[config.mk]
export PLATFORM = sky130hd
export DESIGN_NAME = bgtr_cmd_queue
export DESIGN_NICKNAME = d
export VERILOG_FILES = /design/src/rtl/core/bgtr_pkg.sv /design/src/rtl/core/bgtr_cmd_queue.sv
export SDC_FILE = /design/constraint.sdc
export NUM_CORES = 1
export LEC_CHECK = 0
export CAP_MARGIN = 20
export CORE_UTILIZATION = 58
export CTS_CLUSTER_DIAMETER = 40
export DETAILED_ROUTE_END_ITERATION = 8
export DONT_BUFFER_PORTS = 1
export PLACE_DENSITY = 0.79
export SYNTH_ARGS = -nofsm -noshare
export SYNTH_HDL_FRONTEND = slang
export SYNTH_SLANG_ARGS = --single-unit
[constraint.sdc]
create_clock -name clk -period 6.41 [get_ports clk]
set_input_delay 0.641 -clock clk [delete_from_list [all_inputs] [get_ports clk]]
set_output_delay 0.641 -clock clk [all_outputs]
set_load 0.1 [all_outputs]
[src/rtl/core/bgtr_pkg.sv]
// Shared constants, types and codes for the bitmap glyph text renderer.
package bgtr_pkg;

  // Store sizes
  localparam int BITMAP_BYTES    = 8192;
  localparam int GLYPH_CODES     = 256;
  localparam int MAX_GLYPH_BYTES = 64;

  localparam int METRIC_DEPTH = GLYPH_CODES + 1;
  localparam int MIDX_W       = $clog2(METRIC_DEPTH);
  localparam int BADDR_W      = $clog2(BITMAP_BYTES);
  localparam int OFFS_W       = 14;
  localparam int SADDR_W      = OFFS_W + 1;
  localparam int CNT_W        = $clog2(MAX_GLYPH_BYTES + 1);
  localparam int QDEPTH       = 4;
  localparam int QPTR_W       = $clog2(QDEPTH);
  localparam int QCNT_W       = $clog2(QDEPTH + 1);

  // Character codes and spacing
  localparam logic [7:0] CODE_SPACE  = 8'd32;
  localparam logic [7:0] CODE_N      = 8'd110;
  localparam logic [8:0] ADV_EXTRA   = 9'd3;
  localparam logic [15:0] LEAD_IN    = 16'd2;

  // Input operation codes
  localparam logic [1:0] OP_LOAD_METRIC = 2'd0;
  localparam logic [1:0] OP_LOAD_BITMAP = 2'd1;
  localparam logic [1:0] OP_SET_CURSOR  = 2'd2;
  localparam logic [1:0] OP_DRAW_CHAR   = 2'd3;

  // Configuration register indexes
  localparam logic CFG_ITALIC_SLANT = 1'b0;
  localparam logic CFG_INK_COLOR    = 1'b1;

  // Command kinds passed from front to back
  typedef enum logic [2:0] {
    K_METRIC,
    K_BITMAP,
    K_CURSOR,
    K_DRAW_SPACE,
    K_DRAW_GLYPH,
    K_DRAW_EMPTY
  } kind_t;

  typedef struct packed {
    logic [OFFS_W-1:0] offset;
    logic [7:0]        rise;
    logic [7:0]        width;
  } metric_t;

  typedef struct packed {
    kind_t             kind;
    logic [MIDX_W-1:0] midx;
    metric_t           metric;
    logic [12:0]       baddr;
    logic [7:0]        bval;
    logic [15:0]       x;
    logic [15:0]       y;
    logic [7:0]        code;
  } cmd_t;

endpackage

[src/rtl/core/bgtr_cmd_queue.sv]
// Short command queue between front end and back end.
module bgtr_cmd_queue (
  input  logic            clk,
  input  logic            rst_n,
  input  logic            push,
  input  bgtr_pkg::cmd_t  push_cmd,
  output logic            full,
  input  logic            pop,
  output logic            head_valid,
  output bgtr_pkg::cmd_t  head_cmd
);
  bgtr_pkg::cmd_t              slot_r [bgtr_pkg::QDEPTH];
  logic [bgtr_pkg::QPTR_W-1:0] wr_ptr_r;
  logic [bgtr_pkg::QPTR_W-1:0] rd_ptr_r;
  logic [bgtr_pkg::QCNT_W-1:0] count_r;
  logic                        do_pop;

  assign full       = (count_r == bgtr_pkg::QCNT_W'(bgtr_pkg::QDEPTH));
  assign head_valid = (count_r != '0);
  assign head_cmd   = slot_r[rd_ptr_r];
  assign do_pop     = pop && head_valid;

  // Storage, no reset needed
  always_ff @(posedge clk) begin
    if (push) begin
      slot_r[wr_ptr_r] <= push_cmd;
    end
  end

  // Pointers and fill count
  always_ff @(posedge clk) begin
    if (!rst_n) begin
      wr_ptr_r <= '0;
      rd_ptr_r <= '0;
      count_r  <= '0;
    end else begin
      if (push) begin
        wr_ptr_r <= wr_ptr_r + 1'b1;
      end
      if (do_pop) begin
        rd_ptr_r <= rd_ptr_r + 1'b1;
      end
      priority if (push && !do_pop) begin
        count_r <= count_r + 1'b1;
      end else if (do_pop && !push) begin
        count_r <= count_r - 1'b1;
      end else begin
        count_r <= count_r;
      end
    end
  end
endmodule

==> metrics.cfg <==
[worst_setup_path]
max_stage_delay_ns=0.99
cp_max_fo=55
arrival_ns=2.97
end_kind=output port
crit_chain=buf_12 -> mux4_2
slowest_stage=dfxtp_4
critPathTopFamily=flip-flops
path_buf_inv=1
cp-start-kind=flop
path_class=reg2out
required_ns=5.77

[die]
start_util_pct=59.1
die_x_um=165
design.core.area_um2=26100
die_y_um=165
rows=59
dieArea_um2=27200
pin_count=212

[synthesis]
ys_warn_count=0
synth_most_common_cell=edfxtp_1
ys_top_cells_by_area=edfxtp_1 (80%), mux4_2 (15%), dfxtp_1 (1.2%), buf_12 (1.0%), ha_1 (0.41%)
synth_top_cell_by_area=edfxtp_1
yosys-top-cells-count=edfxtp_1 (412), mux4_2 (103), and2_1 (9), dfxtp_1 (9)
synth.cell_area_um2=15400
ys_seq_area_share_pct=81.5
postSynthAreaPerCell_um2=26.5
synth_fp_nets=694
syn_inst=581
synth-edff-count=412
synth_seq_cells=421
synth_ff_type=edfxtp_1
ys_types=22
synth_top_area_share_pct=80.4
synth_async_sr_flop_share_pct=0

[global_route]
grt.busiest_layer=met2
grt_pass1_wl_um=38800
use_met3_pct=8.41
grt_overflow=0
grt_pass1_vias=6551
grt_max_degree=73
use_met1_pct=24.2
antenna_found_initial=1
grtUsageTotal_pct=19.7
grt_util_met2_pct=31.9

[placed_design]
hpwl_um=15700
place_area_um2=15700
numPortBuffers=0
place.gp.congestion=0.804
dp_slack_ns=3.30

[routing]
route.detailed.drc=0
first_iter_violations=547
vias=6085
drt_pass1_iterations=4
vias_per_cell=6.20
avgRoutedWirePerCell_um=27.0
wl_um=26500
postRouteAntennaNets=0

[hold_path]
hold_path.class=in2reg

[sta]
post-route-period-util_pct=56.3
setup-violations-final=0
finalHoldViolations=0
slew-limit-headroom_pct=28.0
setup_tns_ns=0
period_minus_slack_ns=3.61
rsz0062_at_grt=false
max_clock_freq_mhz=277
worst_slack_ns=2.80
clock-skew-final_ns=0.0132
tightest_slew_ns=1.08
maxSlewViolCount=0

[status]
outcome=completed

[clock_network]
clk_pin_slew_ns=0.06
cts.path.max_buffers=3
htreeDepth=2
cts_root_buffer=clkbuf_16
cts_tree=built
cts_buffers=43
clock_sinks=421
cts_hold_buffers=0
cts_resized=0
insertion_delay_ns=0.53
post-cts-setup-buffers=0

[final_layout]
fill_cells=1569
area_growth_syn_to_layout_pct=11.3
layout.nets=723
design_area_um2=17100
postLayoutCoreUtil_pct=65.7
ff_latch_area_um2=12600
multi_input_area_um2=2600
drive_above_1_share_pct=29.0

[flow_run]
drv_cap=0

[pwr]
vdd_drop_max_mv=0.368
power_density_nw_per_um2=510
power_uw=8740
leakagePower_uw=0.00529

==> power breakdown <==
group | switching, uW | internal, uW | leakage, uW
Clock | 1020 | 1480 | 0.000707
Combinational | 2360 | 529 | 0.000722
Sequential | 163 | 3180 | 0.00386
==> cells in the final DEF, fill, tap and decap left out, drive strengths merged, types with 2 or more instances in the layout <==
cell type / n
mux4: 103
mux2i: 2
clkinv: 16
bufinv: 5
ha: 5
xnor2: 3
or3: 2
and2: 9
inv: 12
buf: 6
dfxtp: 9
clkbuf: 48
edfxtp: 412
nor2b: 2
clkinvlp: 3
xor2: 2
==> sequential cells by signal (all words and copies together) (netlist names), named ones only <==
name	count
slot_r	412
wr_ptr_r	2
count_r	3
rd_ptr_r	2
==> worst reg2reg max path: cells and delay by family (launching register included) <==
kind          cells  cell delay, ns
fa+ha+maj         1            0.18
flops             1            0.41
buf+inv           1            0.90
simple gates      1            0.46
==> kinds of logic after synthesis <==
kind of cell    Yosys count  share of synthesized area (%)
compound gates            4                          0.187
xor+xnor                  5                          0.285
fa+ha+maj                 6                          0.537
buf+inv                  26                           1.67
flops                   421                           81.5
mux                     105                           15.2
simple gates             14                          0.577
==> routing by layer <==
layer,vias to the layer above,routed length (um)
met4,0,498
li1,2562,-
met5,-,0
met1,3197,9800
met3,48,3060
met2,278,13200
==> cell type report <==
type,instances,area share [%]
timing repair buffer,7,0.482
clock buffer,47,6.50
clock inverter,33,1.97
antenna,1,0.0146
inverter,3,0.0658
sequential,421,73.3
tap,335,2.45
multi-input combinational,134,15.2
==> stage by stage <==
step                hold slack [ns]  std cells
global route                  0.170        980
detailed placement            0.548        900
global placement              0.516        900
finish                        0.200        981
CTS                           0.176        980
floorplan                     0.490        581
==> path summary, 6_finish.rpt <==
path / depth (start not counted) / slack (ns) / start / end
setup / recovery: 2 / 2.80 / flop / head_cmd[69]
hold / removal: 0 / 0.20 / push_cmd[86] / slot_r[3][86]
setup reg to reg: 3 / 3.96 / wr_ptr_r[0] / slot_r[3][102]
hold reg to reg: 2 / 0.56 / count_r[2] / count_r[2]
No activity file was read; power rests on OpenSTA's default activity.
