[config.mk]
export PLATFORM = sky130hd
export DESIGN_NAME = bgtr_front_flat
export DESIGN_NICKNAME = d
export VERILOG_FILES = /design/src/rtl/core/bgtr_pkg.sv /design/src/rtl/core/bgtr_in_if.sv /design/src/rtl/core/bgtr_front.sv /design/src/flat_wrapper.sv
export SDC_FILE = /design/constraint.sdc
export NUM_CORES = 1
export LEC_CHECK = 0
export ABC_AREA = 1
export BUFFER_PORTS_ARGS = -buffer_cell sky130_fd_sc_hd__buf_2
export CORE_AREA = 2 2 82 84
export DETAILED_ROUTE_END_ITERATION = 12
export DIE_AREA = 0 0 84 86
export SLEW_MARGIN = 20
export SYNTH_ARGS = -nofsm -noshare
export SYNTH_HDL_FRONTEND = slang
export SYNTH_SLANG_ARGS = --single-unit
[constraint.sdc]
create_clock -name vclk -period 0.8
set_input_delay 0.08 -clock vclk [all_inputs]
set_output_delay 0.08 -clock vclk [all_outputs]
set_load 0.02 [all_outputs]
[src/rtl/core/bgtr_pkg.sv]
// Shared constants, types and codes for the bitmap glyph text renderer.
package bgtr_pkg;

  // Store sizes
  localparam int BITMAP_BYTES    = 8192;
  localparam int GLYPH_CODES     = 256;
  localparam int MAX_GLYPH_BYTES = 64;

  localparam int METRIC_DEPTH = GLYPH_CODES + 1;
  localparam int MIDX_W       = $clog2(METRIC_DEPTH);
  localparam int BADDR_W      = $clog2(BITMAP_BYTES);
  localparam int OFFS_W       = 14;
  localparam int SADDR_W      = OFFS_W + 1;
  localparam int CNT_W        = $clog2(MAX_GLYPH_BYTES + 1);
  localparam int QDEPTH       = 4;
  localparam int QPTR_W       = $clog2(QDEPTH);
  localparam int QCNT_W       = $clog2(QDEPTH + 1);

  // Character codes and spacing
  localparam logic [7:0] CODE_SPACE  = 8'd32;
  localparam logic [7:0] CODE_N      = 8'd110;
  localparam logic [8:0] ADV_EXTRA   = 9'd3;
  localparam logic [15:0] LEAD_IN    = 16'd2;

  // Input operation codes
  localparam logic [1:0] OP_LOAD_METRIC = 2'd0;
  localparam logic [1:0] OP_LOAD_BITMAP = 2'd1;
  localparam logic [1:0] OP_SET_CURSOR  = 2'd2;
  localparam logic [1:0] OP_DRAW_CHAR   = 2'd3;

  // Configuration register indexes
  localparam logic CFG_ITALIC_SLANT = 1'b0;
  localparam logic CFG_INK_COLOR    = 1'b1;

  // Command kinds passed from front to back
  typedef enum logic [2:0] {
    K_METRIC,
    K_BITMAP,
    K_CURSOR,
    K_DRAW_SPACE,
    K_DRAW_GLYPH,
    K_DRAW_EMPTY
  } kind_t;

  typedef struct packed {
    logic [OFFS_W-1:0] offset;
    logic [7:0]        rise;
    logic [7:0]        width;
  } metric_t;

  typedef struct packed {
    kind_t             kind;
    logic [MIDX_W-1:0] midx;
    metric_t           metric;
    logic [12:0]       baddr;
    logic [7:0]        bval;
    logic [15:0]       x;
    logic [15:0]       y;
    logic [7:0]        code;
  } cmd_t;

endpackage

[src/rtl/core/bgtr_in_if.sv]
// Input channel of the glyph renderer: valid/ready plus item fields.
interface bgtr_in_if;
  logic        valid;
  logic        ready;
  logic [1:0]  op;
  logic [8:0]  metric_index;
  logic [13:0] metric_offset;
  logic [7:0]  metric_rise;
  logic [7:0]  metric_width;
  logic [12:0] bitmap_address;
  logic [7:0]  bitmap_value;
  logic signed [15:0] pos_x;
  logic signed [15:0] pos_y;
  logic [7:0]  char_code;

  modport source (
    output valid, op, metric_index, metric_offset, metric_rise, metric_width,
           bitmap_address, bitmap_value, pos_x, pos_y, char_code,
    input  ready
  );
  modport sink (
    input  valid, op, metric_index, metric_offset, metric_rise, metric_width,
           bitmap_address, bitmap_value, pos_x, pos_y, char_code,
    output ready
  );
endinterface

[src/rtl/core/bgtr_front.sv]
// Front end: accepts input beats, classifies them and builds queue commands.
module bgtr_front (
  bgtr_in_if.sink          in_chan,
  input  logic             q_full,
  output logic             q_push,
  output bgtr_pkg::cmd_t   q_cmd
);
  logic drop;

  // Decode the operation into a command kind; out-of-range loads are dropped
  always_comb begin
    q_cmd        = '0;
    drop         = 1'b0;
    q_cmd.midx   = in_chan.metric_index;
    q_cmd.metric = '{offset: in_chan.metric_offset, rise: in_chan.metric_rise,
                     width: in_chan.metric_width};
    q_cmd.baddr  = in_chan.bitmap_address;
    q_cmd.bval   = in_chan.bitmap_value;
    q_cmd.x      = in_chan.pos_x;
    q_cmd.y      = in_chan.pos_y;
    q_cmd.code   = in_chan.char_code;
    q_cmd.kind   = bgtr_pkg::K_CURSOR;
    unique case (in_chan.op)
      bgtr_pkg::OP_LOAD_METRIC: begin
        q_cmd.kind = bgtr_pkg::K_METRIC;
        drop = (32'(in_chan.metric_index) > bgtr_pkg::GLYPH_CODES);
      end
      bgtr_pkg::OP_LOAD_BITMAP: begin
        q_cmd.kind = bgtr_pkg::K_BITMAP;
        drop = (32'(in_chan.bitmap_address) >= bgtr_pkg::BITMAP_BYTES);
      end
      bgtr_pkg::OP_SET_CURSOR: begin
        q_cmd.kind = bgtr_pkg::K_CURSOR;
      end
      bgtr_pkg::OP_DRAW_CHAR: begin
        priority if (in_chan.char_code == bgtr_pkg::CODE_SPACE) begin
          q_cmd.kind = bgtr_pkg::K_DRAW_SPACE;
        end else if (32'(in_chan.char_code) >= bgtr_pkg::GLYPH_CODES) begin
          q_cmd.kind = bgtr_pkg::K_DRAW_EMPTY;
        end else begin
          q_cmd.kind = bgtr_pkg::K_DRAW_GLYPH;
        end
      end
      default: begin
        q_cmd.kind = bgtr_pkg::K_CURSOR;
      end
    endcase
  end

  assign in_chan.ready = !q_full;
  assign q_push        = in_chan.valid && !q_full && !drop;
endmodule

[src/flat_wrapper.sv]
// flat-port wrapper written by rule: the top's interface ports become plain ports
module bgtr_front_flat 
  (q_full, q_push, q_cmd, in_chan_valid, in_chan_op, in_chan_metric_index, in_chan_metric_offset, in_chan_metric_rise, in_chan_metric_width, in_chan_bitmap_address, in_chan_bitmap_value, in_chan_pos_x, in_chan_pos_y, in_chan_char_code, in_chan_ready);
  bgtr_in_if in_chan_i ();
  input  logic q_full;
  output logic q_push;
  output bgtr_pkg::cmd_t q_cmd;
  input wire logic [$bits(in_chan_i.valid)-1:0] in_chan_valid;
  input wire logic [$bits(in_chan_i.op)-1:0] in_chan_op;
  input wire logic [$bits(in_chan_i.metric_index)-1:0] in_chan_metric_index;
  input wire logic [$bits(in_chan_i.metric_offset)-1:0] in_chan_metric_offset;
  input wire logic [$bits(in_chan_i.metric_rise)-1:0] in_chan_metric_rise;
  input wire logic [$bits(in_chan_i.metric_width)-1:0] in_chan_metric_width;
  input wire logic [$bits(in_chan_i.bitmap_address)-1:0] in_chan_bitmap_address;
  input wire logic [$bits(in_chan_i.bitmap_value)-1:0] in_chan_bitmap_value;
  input wire logic [$bits(in_chan_i.pos_x)-1:0] in_chan_pos_x;
  input wire logic [$bits(in_chan_i.pos_y)-1:0] in_chan_pos_y;
  input wire logic [$bits(in_chan_i.char_code)-1:0] in_chan_char_code;
  output wire logic [$bits(in_chan_i.ready)-1:0] in_chan_ready;
  assign in_chan_i.valid = in_chan_valid;
  assign in_chan_i.op = in_chan_op;
  assign in_chan_i.metric_index = in_chan_metric_index;
  assign in_chan_i.metric_offset = in_chan_metric_offset;
  assign in_chan_i.metric_rise = in_chan_metric_rise;
  assign in_chan_i.metric_width = in_chan_metric_width;
  assign in_chan_i.bitmap_address = in_chan_bitmap_address;
  assign in_chan_i.bitmap_value = in_chan_bitmap_value;
  assign in_chan_i.pos_x = in_chan_pos_x;
  assign in_chan_i.pos_y = in_chan_pos_y;
  assign in_chan_i.char_code = in_chan_char_code;
  assign in_chan_ready = in_chan_i.ready;
  bgtr_front u_core (.in_chan(in_chan_i), .q_full(q_full), .q_push(q_push), .q_cmd(q_cmd));
endmodule
==> results.md <==
- Status: finished, final reports clean
- # IOs: between 200 and 250
- Global route overflow: 0
- Post-route ant nets: 0
- RSZ-0062 raised after global routing: yes
- GR Util All Layers: 0.0575
- Max-slew violation count: 0
- Startpoint type of the worst setup path: input port
- Most frequent cell after synthesis: buf_4
- Tightest Hold Check Type: in -> out
- Place WS: -0.0914 ns
- Slowest cell on crit path: buf_4
- Synthesized area: between 800 and 900 um2
- CP endpoint kind: primary output
- Worst path arrival time: approximately 0.7 ns
- Buffers on Ports: 43
- Mean post-synth cell area: around 6.6 um2
- Post-layout minimum cycle time: 0.798 ns
- Finish-stage setup viols: 0
- Vert. Die Dim: 86 um
- Worst vdd ir: 116 uV
- CP required: ~0.7 ns
- Starting density of the core: 0.140
- First-pass GRT wire length: around 3.1 mm
- Fin cells: between 150 and 200
- DRC: 0
- Cell-by-cell trace of the critical path: buf_8 -> nor2_4 -> nand2_2 -> nor2_4 -> nor2_1 -> nor2_1 -> buf_4
- PwrDens: around 540 nW/um2
- Slew at the pin with the worst max-slew slack: between 0.1 and 0.15 ns
- Initial drt markers: 1
- Die Width: 84 um
- Largest net degree at the start of global routing: 4
- Share of cells above drive strength 1: 0.779
- Fmax: about 1.3 GHz
- Synth top area share: 0.857
- Initial antenna violation count: 0
- HP Start: in_chan_metric_width[1]
- Total number of vias: 480
- Antenna diode count: 0
- Clkbuf count: 0
- Max-Cap Viols: 0
- Final net count: 183
- Crit path from: in_chan_metric_index[6]
- Final hold viol count: 0
- Distinct cells, synth: 7
- Routability cong.: around 0.60
- FP Rows: 29
- Register Area: 0 um2
- CP Capture Point: q_push
- Synth top area cells: buf_4, nand2_1, nor2_1
- Ys Warns: 0
- Yosys top cell by area: buf_4
- Placed Instances: between 150 and 200
- Hpwl dp: about 2.2 mm
- DIE AREA: ~7200 um2
- Rel. slew slack: 0.902
- Crit path kind: in -> out
- 1st-pass router iterations: 2
- Routed WL per cell: roughly 16 um
- Syn Nets: 236
- Worst-path fanout max: 2
- Register area share after synthesis: 0
- Core ar.: between 6000 and 7000 um2
- Vias in the first global route: around 540
- Area Growth Syn to Fin: -29.0%
- Worst setup margin: between 0.0015 and 0.002 ns
- Most frequent cells after synthesis: buf_4, nand2_1, nor2_1
- Avg Vias per Cell: slightly above 3
- CP peak stage delay: approximately 0.14 ns
- Final cycle utilization of the critical path: 0.998
- WL final: between 2 and 2.5 mm
- Leakage: ~0.00031 uW
- Sequential cell count: 0
- Mapped Cells: between 100 and 150
==> cell usage in the layout, fill, tap and decap left out <==
cell and count:
buf_2 26, buf_6 12, nand2_1 7, nor2_4 6
nand2_2 4, inv_1 4, buf_4 4, inv_2 3
nor2_1 3, buf_8 3, nor2_2 2, nor3_1 1
nand4_1 1, nand3_1 1
==> worst max-delay path: cells and delay by family <==
family        cells  cell delay, ns
simple gates      5            0.39
buf+inv           2            0.24
==> per-stage QoR <==
step           area, um2  setup TNS (ns)  utilization  total power [uW]  hold slack (ns)
6_report             622               0       0.0991               334            0.160
5_1_grt              622          -0.214       0.0991               358            0.160
4_1_cts              587         -0.0305       0.0935               319            0.160
3_5_place_dp         452          -0.264       0.0720               247            0.160
3_3_place_gp         452          -0.168       0.0720               244            0.160
2_1_floorplan        876               0            -               781            0.244
==> cell families (layout without fill, tap and decap cells) <==
family        count (synthesis)  after routing  synth area share
buf+inv                     107             52             0.887
simple gates                 25             25             0.113
==> layer usage <==
metal	global-route usage	wire length [um]	part of all wire	vias to the layer above
li1	-	-	-	183
met1	0.0217	375	0.15	186
met2	0.108	1180	0.48	73
met3	0.0549	620	0.25	38
met4	0.0645	265	0.11	0
met5	0	0	0	-
==> power breakdown <==
group          internal [uW]  switching (uW)  leakage [uW]
combinational            161             174      0.000308
clock                      0               0             0
sequential                 0               0             0
total                    161             174      0.000308
==> repair_timing <==
item / 4_1_cts / 5_1_grt
resized for setup: 35 / 8
setup buffers: 0 / 0
pin swaps: 13 / 7
hold endpoints to repair: 0 / 0
hold buffers: 0 / 0
endpoints found under the setup margin: 4 / 4
==> worst min path at each step <==
stage | to | slack [ns] | cells after the start
after floorplan | in_chan_ready | 0.24 | 1
after global placement | q_cmd[12] | 0.16 | 0
after detailed placement | q_cmd[12] | 0.16 | 0
after CTS | q_cmd[12] | 0.16 | 0
after global routing | q_cmd[39] | 0.16 | 0
final | q_cmd[62] | 0.16 | 0
==> cell type report <==
class	count	area [um2]
fillers	733	5660
inverters	7	26.3
multi-input cells	25	159
well taps	77	96.3
repair buffers	45	340
Note: power is estimated with default switching activity, not from simulation.
